File: config.mk
export PLATFORM = sky130hd
export DESIGN_NAME = word_pattern_key_generator_unit
export DESIGN_NICKNAME = d
export VERILOG_FILES = /design/src/rtl/wpk_pkg.sv /design/src/rtl/wpk_cell.sv /design/src/rtl/wpk_out_stage.sv /design/src/rtl/word_pattern_key_generator_unit.sv
export SDC_FILE = /design/constraint.sdc
export NUM_CORES = 2
export LEC_CHECK = 0
export BUFFER_PORTS_ARGS = -buffer_cell sky130_fd_sc_hd__clkbuf_2
export CAP_MARGIN = 40
export CORE_MARGIN = 2
export CORE_UTILIZATION = 44
export CTS_CLUSTER_SIZE = 25
export DETAILED_ROUTE_END_ITERATION = 8
export GPL_ROUTABILITY_DRIVEN = 0
export PLACE_DENSITY = 0.62
export SETUP_SLACK_MARGIN = 0.15
export SLEW_MARGIN = 5
export SYNTH_ARGS = -nofsm -noshare
export SYNTH_HDL_FRONTEND = slang
export SYNTH_SLANG_ARGS = --single-unit
export TNS_END_PERCENT = 100
File: constraint.sdc
create_clock -name aclk -period 21.8 [get_ports aclk]
set_clock_uncertainty 0.15 [all_clocks]
set_input_delay 4.36 -clock aclk [delete_from_list [all_inputs] [get_ports aclk]]
set_output_delay 4.36 -clock aclk [all_outputs]
set_load 0.02 [all_outputs]
File: src/rtl/wpk_pkg.sv
// Shared types and constants for the word pattern key generator.
// No dependencies; imported by every module of the block.
`default_nettype none

package wpk_pkg;

    // Letter slots carried by the input and result fields
    localparam int SLOTS     = 15;
    localparam int LOW_SLOTS = 8;
    // Bytes available in the rack key field
    localparam int KEY_BYTES = 7;

    typedef logic [7:0] letter_t;

    // One input transaction
    typedef struct packed {
        logic [63:0] word_low_bytes;
        logic [55:0] word_high_bytes;
        logic [3:0]  word_len;
        logic [14:0] wildcard_mask;
        logic [31:0] word_id;
    } wpk_in_t;

    // One result transaction
    typedef struct packed {
        logic        record_valid;
        logic [63:0] fixed_low_bytes;
        logic [55:0] fixed_high_bytes;
        logic [63:0] keep_low_bytes;
        logic [55:0] keep_high_bytes;
        logic [14:0] fixed_positions;
        logic [3:0]  pattern_length;
        logic [55:0] rack_key;
        logic [2:0]  rack_count;
        logic [31:0] word_id_out;
    } wpk_out_t;

    // Letter at slot idx of a word (slots 0..14)
    function automatic letter_t letter_at(input wpk_in_t item, input logic [3:0] idx);
        logic [SLOTS*8-1:0] row;
        row = {item.word_high_bytes, item.word_low_bytes};
        return row[{idx, 3'b000} +: 8];
    endfunction

endpackage

`default_nettype wire

File: src/rtl/wpk_cell.sv
// One cell of the sorting chain: inserts the letter of its own slot into
// the running sorted rack when that slot is a wildcard. Uses wpk_pkg.
`default_nettype none

module wpk_cell
    import wpk_pkg::*;
#(
    parameter int IDX        = 0,
    parameter int RACK_LIMIT = 7,
    parameter int CW         = 4
) (
    input  wire logic                        aclk,
    input  wire logic                        aresetn,
    input  wire logic                        in_valid,
    output logic                             in_ready,
    input  wire wpk_in_t                     in_item,
    input  wire letter_t [RACK_LIMIT-1:0]    in_rack,
    input  wire logic [CW-1:0]               in_cnt,
    output logic                             out_valid,
    input  wire logic                        out_ready,
    output wpk_in_t                          out_item,
    output letter_t [RACK_LIMIT-1:0]         out_rack,
    output logic [CW-1:0]                    out_cnt
);

    // Count saturates one past the limit: that alone marks an overflow
    localparam logic [CW-1:0] CNT_OVER = CW'(RACK_LIMIT + 1);
    localparam logic [3:0]    POS      = 4'(IDX);

    logic                       valid_reg;
    wpk_in_t                    item_reg;
    letter_t [RACK_LIMIT-1:0]   rack_reg;
    logic [CW-1:0]              cnt_reg;

    letter_t                    letter;
    logic                       is_wild;
    logic [RACK_LIMIT-1:0]      le;
    letter_t [RACK_LIMIT-1:0]   rack_ins;
    logic [CW-1:0]              cnt_ins;

    // Wildcard test for this slot, only below the word length
    always_comb begin
        letter  = letter_at(in_item, POS);
        is_wild = in_item.wildcard_mask[IDX] && (in_item.word_len > POS);
    end

    // Entries that stay put: occupied and not above the new letter
    always_comb begin
        for (int j = 0; j < RACK_LIMIT; j++) begin
            le[j] = (CW'(j) < in_cnt) && (in_rack[j] <= letter);
        end
    end

    // Sorted insert: the letter lands after the last staying entry,
    // everything above it moves up one place
    always_comb begin
        rack_ins[0] = le[0] ? in_rack[0] : letter;
        for (int j = 1; j < RACK_LIMIT; j++) begin
            if (le[j]) begin
                rack_ins[j] = in_rack[j];
            end else if (le[j-1]) begin
                rack_ins[j] = letter;
            end else begin
                rack_ins[j] = in_rack[j-1];
            end
        end
        cnt_ins = (in_cnt == CNT_OVER) ? in_cnt : in_cnt + CW'(1);
    end

    // Stage handshake: a bubble or a moving successor frees the stage
    assign in_ready = !valid_reg || out_ready;

    always_ff @(posedge aclk) begin
        if (!aresetn) begin
            valid_reg <= 1'b0;
        end else if (in_ready) begin
            valid_reg <= in_valid;
        end
    end

    always_ff @(posedge aclk) begin
        if (in_valid && in_ready) begin
            item_reg <= in_item;
            rack_reg <= is_wild ? rack_ins : in_rack;
            cnt_reg  <= is_wild ? cnt_ins : in_cnt;
        end
    end

    assign out_valid = valid_reg;
    assign out_item  = item_reg;
    assign out_rack  = rack_reg;
    assign out_cnt   = cnt_reg;

endmodule

`default_nettype wire

File: src/rtl/wpk_out_stage.sv
// Output stage: checks the record, forms the fixed and keep bytes and the
// rack key, and holds the result register. Uses wpk_pkg.
`default_nettype none

module wpk_out_stage
    import wpk_pkg::*;
#(
    parameter int ROW_WIDTH  = 15,
    parameter int RACK_LIMIT = 7,
    parameter int CW         = 4
) (
    input  wire logic                        aclk,
    input  wire logic                        aresetn,
    input  wire logic                        in_valid,
    output logic                             in_ready,
    input  wire wpk_in_t                     in_item,
    input  wire letter_t [RACK_LIMIT-1:0]    in_rack,
    input  wire logic [CW-1:0]               in_cnt,
    output logic                             m_valid,
    input  wire logic                        m_ready,
    output wpk_out_t                         m_data
);

    localparam logic [4:0]    ROW_LIM   = 5'(ROW_WIDTH);
    localparam logic [CW-1:0] RACK_LIM  = CW'(RACK_LIMIT);
    localparam int            KEY_USED  = (RACK_LIMIT < KEY_BYTES) ? RACK_LIMIT : KEY_BYTES;

    logic                   m_valid_reg;
    wpk_out_t               m_data_reg;
    wpk_out_t               rec;

    logic                   len_ok;
    logic                   cnt_ok;
    logic [SLOTS-1:0]       active;
    logic [SLOTS-1:0]       fixed;
    logic [SLOTS*8-1:0]     fixed_row;
    logic [SLOTS*8-1:0]     keep_row;
    logic [KEY_BYTES*8-1:0] key;
    logic [CW+2:0]          cnt_ext;

    // Validity of length and wildcard count
    always_comb begin
        len_ok  = (in_item.word_len != 4'd0) && ({1'b0, in_item.word_len} <= ROW_LIM);
        cnt_ok  = (in_cnt != '0) && (in_cnt <= RACK_LIM);
        cnt_ext = {3'b000, in_cnt};
    end

    // Fixed positions and their byte slots
    always_comb begin
        for (int k = 0; k < SLOTS; k++) begin
            active[k] = 4'(k) < in_item.word_len;
        end
        fixed = active & ~in_item.wildcard_mask;
        for (int k = 0; k < SLOTS; k++) begin
            fixed_row[8*k +: 8] = fixed[k] ? letter_at(in_item, 4'(k)) : 8'h00;
            keep_row[8*k +: 8]  = fixed[k] ? 8'hFF : 8'h00;
        end
    end

    // Rack key: sorted letters from byte 0, zero past the count
    always_comb begin
        key = '0;
        for (int j = 0; j < KEY_USED; j++) begin
            key[8*j +: 8] = (CW'(j) < in_cnt) ? in_rack[j] : 8'h00;
        end
    end

    // Record assembly; an invalid record keeps only the word id
    always_comb begin
        rec             = '0;
        rec.word_id_out = in_item.word_id;
        if (len_ok && cnt_ok) begin
            rec.record_valid     = 1'b1;
            rec.fixed_low_bytes  = fixed_row[LOW_SLOTS*8-1:0];
            rec.fixed_high_bytes = fixed_row[SLOTS*8-1:LOW_SLOTS*8];
            rec.keep_low_bytes   = keep_row[LOW_SLOTS*8-1:0];
            rec.keep_high_bytes  = keep_row[SLOTS*8-1:LOW_SLOTS*8];
            rec.fixed_positions  = fixed;
            rec.pattern_length   = in_item.word_len;
            rec.rack_key         = key;
            rec.rack_count       = cnt_ext[2:0];
        end
    end

    // Result register
    assign in_ready = !m_valid_reg || m_ready;

    always_ff @(posedge aclk) begin
        if (!aresetn) begin
            m_valid_reg <= 1'b0;
        end else if (in_ready) begin
            m_valid_reg <= in_valid;
        end
    end

    always_ff @(posedge aclk) begin
        if (in_valid && in_ready) begin
            m_data_reg <= rec;
        end
    end

    assign m_valid = m_valid_reg;
    assign m_data  = m_data_reg;

endmodule

`default_nettype wire

File: src/rtl/word_pattern_key_generator_unit.sv
// Top level of the word pattern key generator: a chain of sorting cells,
// one per letter slot, followed by the output stage. Uses wpk_pkg.
//
//   channel   direction   ports                       payload
//   s_        in          s_valid s_ready s_data      wpk_in_t
//   m_        out         m_valid m_ready m_data      wpk_out_t
//
// One transaction per cycle sustained while m_ready stays high; each one passes
// one cell per letter slot up to ROW_WIDTH, then the result register.
// Each cell and the result register has its own valid bit, so bubbles close
// up while the result side stalls and s_ready stays high until all fill.
// Reset clears only the valid bits; payload registers are not reset.
`default_nettype none

module word_pattern_key_generator_unit
    import wpk_pkg::*;
#(
    parameter int ROW_WIDTH  = 15,
    parameter int RACK_LIMIT = 7
) (
    input  wire logic     aclk,
    input  wire logic     aresetn,
    input  wire logic     s_valid,
    output logic          s_ready,
    input  wire wpk_in_t  s_data,
    output logic          m_valid,
    input  wire logic     m_ready,
    output wpk_out_t      m_data
);

    // Slots beyond ROW_WIDTH only occur in invalid records
    localparam int NUM_CELLS = (ROW_WIDTH < SLOTS) ? ROW_WIDTH : SLOTS;
    localparam int CW        = $clog2(RACK_LIMIT + 2);

    logic [NUM_CELLS:0]         chain_valid;
    logic [NUM_CELLS:0]         chain_ready;
    wpk_in_t                    chain_item [NUM_CELLS+1];
    letter_t [RACK_LIMIT-1:0]   chain_rack [NUM_CELLS+1];
    logic [CW-1:0]              chain_cnt  [NUM_CELLS+1];

    // Head of the chain: empty rack
    assign chain_valid[0] = s_valid;
    assign s_ready        = chain_ready[0];
    assign chain_item[0]  = s_data;
    assign chain_rack[0]  = '0;
    assign chain_cnt[0]   = '0;

    // Sorting cells, one per slot
    for (genvar g = 0; g < NUM_CELLS; g++) begin : g_cell
        wpk_cell #(
            .IDX        (g),
            .RACK_LIMIT (RACK_LIMIT),
            .CW         (CW)
        ) u_cell (
            .aclk      (aclk),
            .aresetn   (aresetn),
            .in_valid  (chain_valid[g]),
            .in_ready  (chain_ready[g]),
            .in_item   (chain_item[g]),
            .in_rack   (chain_rack[g]),
            .in_cnt    (chain_cnt[g]),
            .out_valid (chain_valid[g+1]),
            .out_ready (chain_ready[g+1]),
            .out_item  (chain_item[g+1]),
            .out_rack  (chain_rack[g+1]),
            .out_cnt   (chain_cnt[g+1])
        );
    end

    // Record formatting and result register
    wpk_out_stage #(
        .ROW_WIDTH  (ROW_WIDTH),
        .RACK_LIMIT (RACK_LIMIT),
        .CW         (CW)
    ) u_out (
        .aclk     (aclk),
        .aresetn  (aresetn),
        .in_valid (chain_valid[NUM_CELLS]),
        .in_ready (chain_ready[NUM_CELLS]),
        .in_item  (chain_item[NUM_CELLS]),
        .in_rack  (chain_rack[NUM_CELLS]),
        .in_cnt   (chain_cnt[NUM_CELLS]),
        .m_valid  (m_valid),
        .m_ready  (m_ready),
        .m_data   (m_data)
    );

endmodule

`default_nettype wire

# Word-level counts from Yosys, hierarchy flattened
# Index checks and enable logic that the tools add are counted.
# totals
register_bits	3832
elab_cells	954
in_bits	175
output_inout_bits	353
# op_classes
n_bitwise	2
n_reduce_logical	187
n_eq_ne	14
mux	263
order_cmp	234
n_addsub	14
# ops
operator	count
2-to-1 mux 8 bit	219
less-or-equal comparator 8 bit	98
2-to-1 mux 56 bit	14
2-to-1 mux 319 bit	1
< comparator 3 x 4 -> 1 bit, first input constant	49
logical AND 1 bit	131
< comparator 1 x 4 -> 1 bit, first input constant	32
< comparator 2 x 4 -> 1 bit, first input constant	32
2-to-1 mux 4 bit	28
adder 4 x 1 -> 4 bit, second input constant	14
equality test 4 bit, second input constant	14
AND reduction 2 bit	22
greater-than comparator 4 bit, second input constant	7
< comparator 4 bit, first input constant	7
greater-than comparator 4 x 3 -> 1 bit, second input constant	4
zero test 1 bit	16
logical OR 1 bit	16
AND 15 bit	1
inverter 15 bit	1
greater-than comparator 4 x 1 -> 1 bit, second input constant	2
greater-than comparator 4 x 2 -> 1 bit, second input constant	2
nonzero test 4 bit	2
less-or-equal comparator 4 x 3 -> 1 bit, second input constant	1
2-to-1 mux 1 bit	1

# Logic depth before layout (Yosys ltp)
# depth
ltp_word	18
mapped_depth	10
ltp_nobuf	8

# Modules after synthesis
# From an unflattened synthesis, not the netlist that was laid out.
# unflattened
hier_cells	9122
hier_area_um2	153910.1
# by_module_without_submodules
mod	n_inst	cells_per_inst	area_per_inst_um2
wpk_cell (g_cell[7].u_cell)	1	575	9698.1
wpk_cell (g_cell[2].u_cell)	1	574	9670.5
wpk_cell (g_cell[14].u_cell)	1	564	9666.8
wpk_cell (g_cell[11].u_cell)	1	567	9661.8
wpk_cell (g_cell[0].u_cell)	1	571	9650.5
wpk_cell (g_cell[10].u_cell)	1	567	9640.5
wpk_cell (g_cell[13].u_cell)	1	564	9639.2
wpk_cell (g_cell[4].u_cell)	1	572	9639.2
wpk_cell (g_cell[12].u_cell)	1	571	9615.5
wpk_cell (g_cell[3].u_cell)	1	563	9610.5
wpk_cell (g_cell[8].u_cell)	1	551	9584.2
wpk_cell (g_cell[5].u_cell)	1	573	9574.2
wpk_cell (g_cell[9].u_cell)	1	572	9574.2
wpk_cell (g_cell[6].u_cell)	1	572	9572.9
3 more rows	-	-	-

# Least setup slack after synthesis
# Ideal clock, no wire load.
# synth_timing
kind	input-to-reg
startpoint	input port m_ready
endpoint	register g_cell[6].u_cell.cnt_reg[0] (enable)
path_slack_ns	-0.963
n_path_buf	0
arrival_ns	21.437
cell_stages	4
path_cell_list	nand4b_1 nor4_2 and2_1 a21boi_0
# synth_between
elab_chain_cells	11
# synth_lines
item	line	source
from (decl)	word_pattern_key_generator_unit.sv:27	input wire logic m_ready,
logical OR 1 bit	wpk_out_stage.sv:86	assign in_ready = !m_valid_reg || m_ready;
logical OR 1 bit (9 in a row)	wpk_cell.sv:71	assign in_ready = !valid_reg || out_ready;
logical AND 1 bit	wpk_cell.sv:82	if (in_valid && in_ready) begin
to (signal assigned)	wpk_cell.sv:85	cnt_reg <= is_wild ? cnt_ins : in_cnt;
to (decl)	wpk_cell.sv:33	logic [CW-1:0] cnt_reg;
# Every way passes these cells.
# A chain may end at the register's enable or synchronous reset.

# Worst setup path in the final report
# layout_timing
startpoint	input port m_ready
endpoint	output port s_ready
# layout_between
elab_chain_cells	16
# layout_lines
item	line	source
logical OR 1 bit	wpk_out_stage.sv:86	
logical OR 1 bit (15 in a row)	wpk_cell.sv:71	
to (decl)	word_pattern_key_generator_unit.sv:24	output logic s_ready,
# Every way passes these cells.

==> load_flow_metrics.sql <==
INSERT INTO impl_metrics (metric_group, metric, value, unit) VALUES
('clocking', 'cts.path.max_buffers', '4', ''),
('yosys', 'synth-compound-area-share', '0.0479', ''),
('yosys', 'post_synth.cell_area_avg', '17.7', 'um2'),
('sta', 'fmaxAchievable', '91.7', 'MHz'),
('setup_path', 'worstSetupEndpointType', 'primary output', ''),
('yosys', 'ys_top_cells_by_count', '3578 x edfxtp_1, 700 x ha_1, 589 x mux2_2', ''),
('floorplanning', 'die-width', '573', 'um'),
('route', 'wl_per_cell', '22.1', 'um'),
('yosys', 'yosys.area_share.simple', '0.0418', ''),
('sta', 'maxSlewHeadroom', '0.308', ''),
('placement', 'buffer_ports.inserted', '527', ''),
('floorplanning', 'dieArea', '328000', 'um2'),
('route', 'vias_per_cell', '5.23', ''),
('global_routing', 'grt_usage', '0.178', ''),
('clocking', 'cts_setup_buffers', '0', ''),
('sta', 'worstMarginPinSlew', '1.04', 'ns'),
('clocking', 'cts.clk_slew.worst_paths', '0.06', 'ns'),
('yosys', 'seq_area_frac_synth', '0.756', ''),
('final_layout', 'finished_layout_cell_area', '162000', 'um2'),
('route', 'route.final.wire_length', '297', 'mm'),
('sta', 'setup-tns-final', '0', 'ns'),
('route', 'detailedRoute.firstPassIterationCount', '8', ''),
('yosys', 'yosys.area.top_type_share', '0.754', ''),
('global_routing', 'antenna_found_initial', '17', ''),
('global_routing', 'grt_start_max_net_pins', '156', ''),
('yosys', 'synth.lib_cells_used.distinct', '99', ''),
('final_layout', 'finish.utilization', '0.505', ''),
('yosys', 'synth_top_family_by_area', 'multiplexers', ''),
('yosys', 'ys_seq_elements', '3594', ''),
('clocking', 'cts_resized', '0', ''),
('route', 'detail-route-antenna-nets', '0', ''),
('yosys', 'yosysMostFrequentCell', 'edfxtp_1', ''),
('final_layout', 'num-fill-cells', '25967', ''),
('power_and_ir_drop', 'seq_power_share', '0.553', ''),
('sta', 'layout_min_cycle_time', '10.90', 'ns'),
('setup_path', 'critical_path.startpoint_type', 'input pin', ''),
('hold_path', 'worst_hold_class', 'register to register', ''),
('setup_path', 'worst-setup-path-type', 'input pin to primary output', ''),
('job', 'max_cap_violations', '0', ''),
('sta', 'finalCritPeriodShare', '0.500', ''),
('power_and_ir_drop', 'p_int', '11.0', 'mW'),
('floorplanning', 'coreArea', '322000', 'um2'),
('yosys', 'async_reset_ff_frac', '0', ''),
('clocking', 'tritoncts', 'built', ''),
('route', 'vias', '70340', ''),
('global_routing', 'grt_overflow', '0', ''),
('setup_path', 'crit_required', '17.29', 'ns'),
('final_layout', 'drive_gt1_frac', '0.213', ''),
('clocking', 'clkLatencyLatePin', '0.95', 'ns'),
('yosys', 'netlist_top_cells_area', 'edfxtp_1 75%, ha_1 6.1%, mux2_2 4.7%', ''),
('status', 'run_status', 'completed', ''),
('sta', 'hold_viol', '0', ''),
('clocking', 'ctsRootBufferMaster', 'clkbuf_16', ''),
('sta', 'grt_setup_unrepaired', 'false', ''),
('global_routing', 'first_global_vias', '72197', ''),
('yosys', 'synth_area', '142000', 'um2'),
('placement', 'dpl_cell_area', '151000', 'um2'),
('power_and_ir_drop', 'max-vdd-ir-drop', '0.0000728', 'V'),
('power_and_ir_drop', 'power.net_switching', '2.67', 'mW'),
('sta', 'finalMaxSlewViolations', '0', ''),
('power_and_ir_drop', 'power_dens_cells', '84.4', 'nW/um2'),
('floorplanning', 'num_rows', '208', ''),
('yosys', 'syn-num-nets', '8903', ''),
('power_and_ir_drop', 'clockPowerShare', '0.439', ''),
('yosys', 'synth_edf_count', '3578', ''),
('clocking', 'number_of_buffers_inserted_for_hold_repair_after_clock_tree_synthesis', '0', ''),
('sta', 'fin_worst_hold_slack', '0.217', 'ns'),
('floorplanning', 'top_level_ports', '528', ''),
('power_and_ir_drop', 'p_total', '13.7', 'mW'),
('yosys', 'synth.yosys.warnings', '0', ''),
('yosys', 'synth_flop_cell', 'edfxtp_1', '');
-- routing by layer --
layer / global-route usage / up-vias / share of wire / routed length, um
li1: - / 32859 / - / -
met1: 0.229 / 34317 / 0.42 / 124000
met2: 0.300 / 2326 / 0.49 / 145000
met3: 0.0246 / 834 / 0.049 / 14500
met4: 0.0828 / 4 / 0.047 / 13900
met5: 0 / - / 0.000084 / 25
-- layout by cell type (no fill, tap or decap), types with 15 or more instances in the layout --
cell type	synthesis	routed
buf_16	0	16
ha_1	700	700
nor2b_1	53	42
clkbuf_1	46	74
and4_1	15	15
dfxtp_1	16	16
mux2_1	16	16
o211ai_1	18	18
nand4_1	88	88
nor2_1	220	219
a21o_1	85	85
xnor2_1	25	25
nor2_2	23	23
bufinv_16	0	27
a221oi_1	17	17
and2_1	193	191
mux2i_1	348	348
o21ai_0	381	380
and3_1	51	51
nand2b_1	36	36
clkbuf_16	0	366
a211o_1	17	17
clkinv_1	1	65
mux2_2	589	589
nand3_1	91	91
nor3_1	64	62
a211oi_1	80	80
nand2_1	240	240
edfxtp_1	3578	3578
clkbuf_2	0	527
o21ai_1	21	22
o21a_1	32	32
clkinv_2	0	68
buf_4	127	141
a21oi_1	279	279
inv_1	285	285
-- per-stage QoR --
step | setup WS (ns) | std cells
global placement | 10.87 | 12740
global route | 10.75 | 13440
finish | 10.90 | 13441
detailed placement | 10.94 | 12774
CTS | 10.92 | 13434
floorplan | 5.14 | 8028
-- power groups by stage --
| stage | clock network (mW) | registers (mW) | logic (mW) |
|---|---|---|---|
| after floorplan | 0 | 7.74 | 0.0677 |
| after global placement | 0 | 7.73 | 0.106 |
| after detailed placement | 0 | 7.73 | 0.112 |
| after CTS | 6.20 | 7.59 | 0.113 |
| after global routing | 6.45 | 7.59 | 0.124 |
| final | 6.02 | 7.59 | 0.111 |
-- critical path: stages --
cell	delay (ns)
clkbuf_2	0.09
nand4b_1	0.30
nor4_2	0.67
and3_1	0.38
and3_1	0.31
nand2_1	0.10
clkbuf_2	0.16
-- path summary, 6_finish.rpt --
kind / depth (start not counted) / to / slack, ns / from
setup / recovery: 7 / s_ready / 10.90 / m_ready
hold / removal: 0 / g_cell[8].u_cell.out_item[41]$_DFFE_PP_ / 0.22 / g_cell[7].u_cell.out_item[41]$_DFFE_PP_
setup reg to reg: 9 / g_cell[2].u_cell.out_item[88]$_DFFE_PP_ / 17.15 / g_cell[14].u_cell.out_valid$_SDFFE_PN0P_
hold reg to reg: 0 / g_cell[8].u_cell.out_item[41]$_DFFE_PP_ / 0.22 / g_cell[7].u_cell.out_item[41]$_DFFE_PP_
-- logic make-up (layout without fill, tap and decap cells) --
group	after synthesis	in the layout
AO/OA/AOI/OAI	1079	1079
XOR/XNOR	25	25
adder cells (fa/ha/maj)	700	700
buffers and inverters	540	1646
flip-flops	3594	3594
multiplexers	953	953
other	0	2
AND/OR/NAND/NOR	1137	1137
-- layout make-up --
type	instances	area, um2	area share
clock buffers	440	9440	0.0581
multi-input cells	3894	32200	0.198
diodes	2	5.00	0.0000308
flip-flops and latches	3594	108000	0.663
repair buffers	699	4340	0.0267
well taps	4305	5390	0.0332
inverters	287	1080	0.00663
clock inverters	220	2260	0.0139
Power figures use the tool's default switching activity.
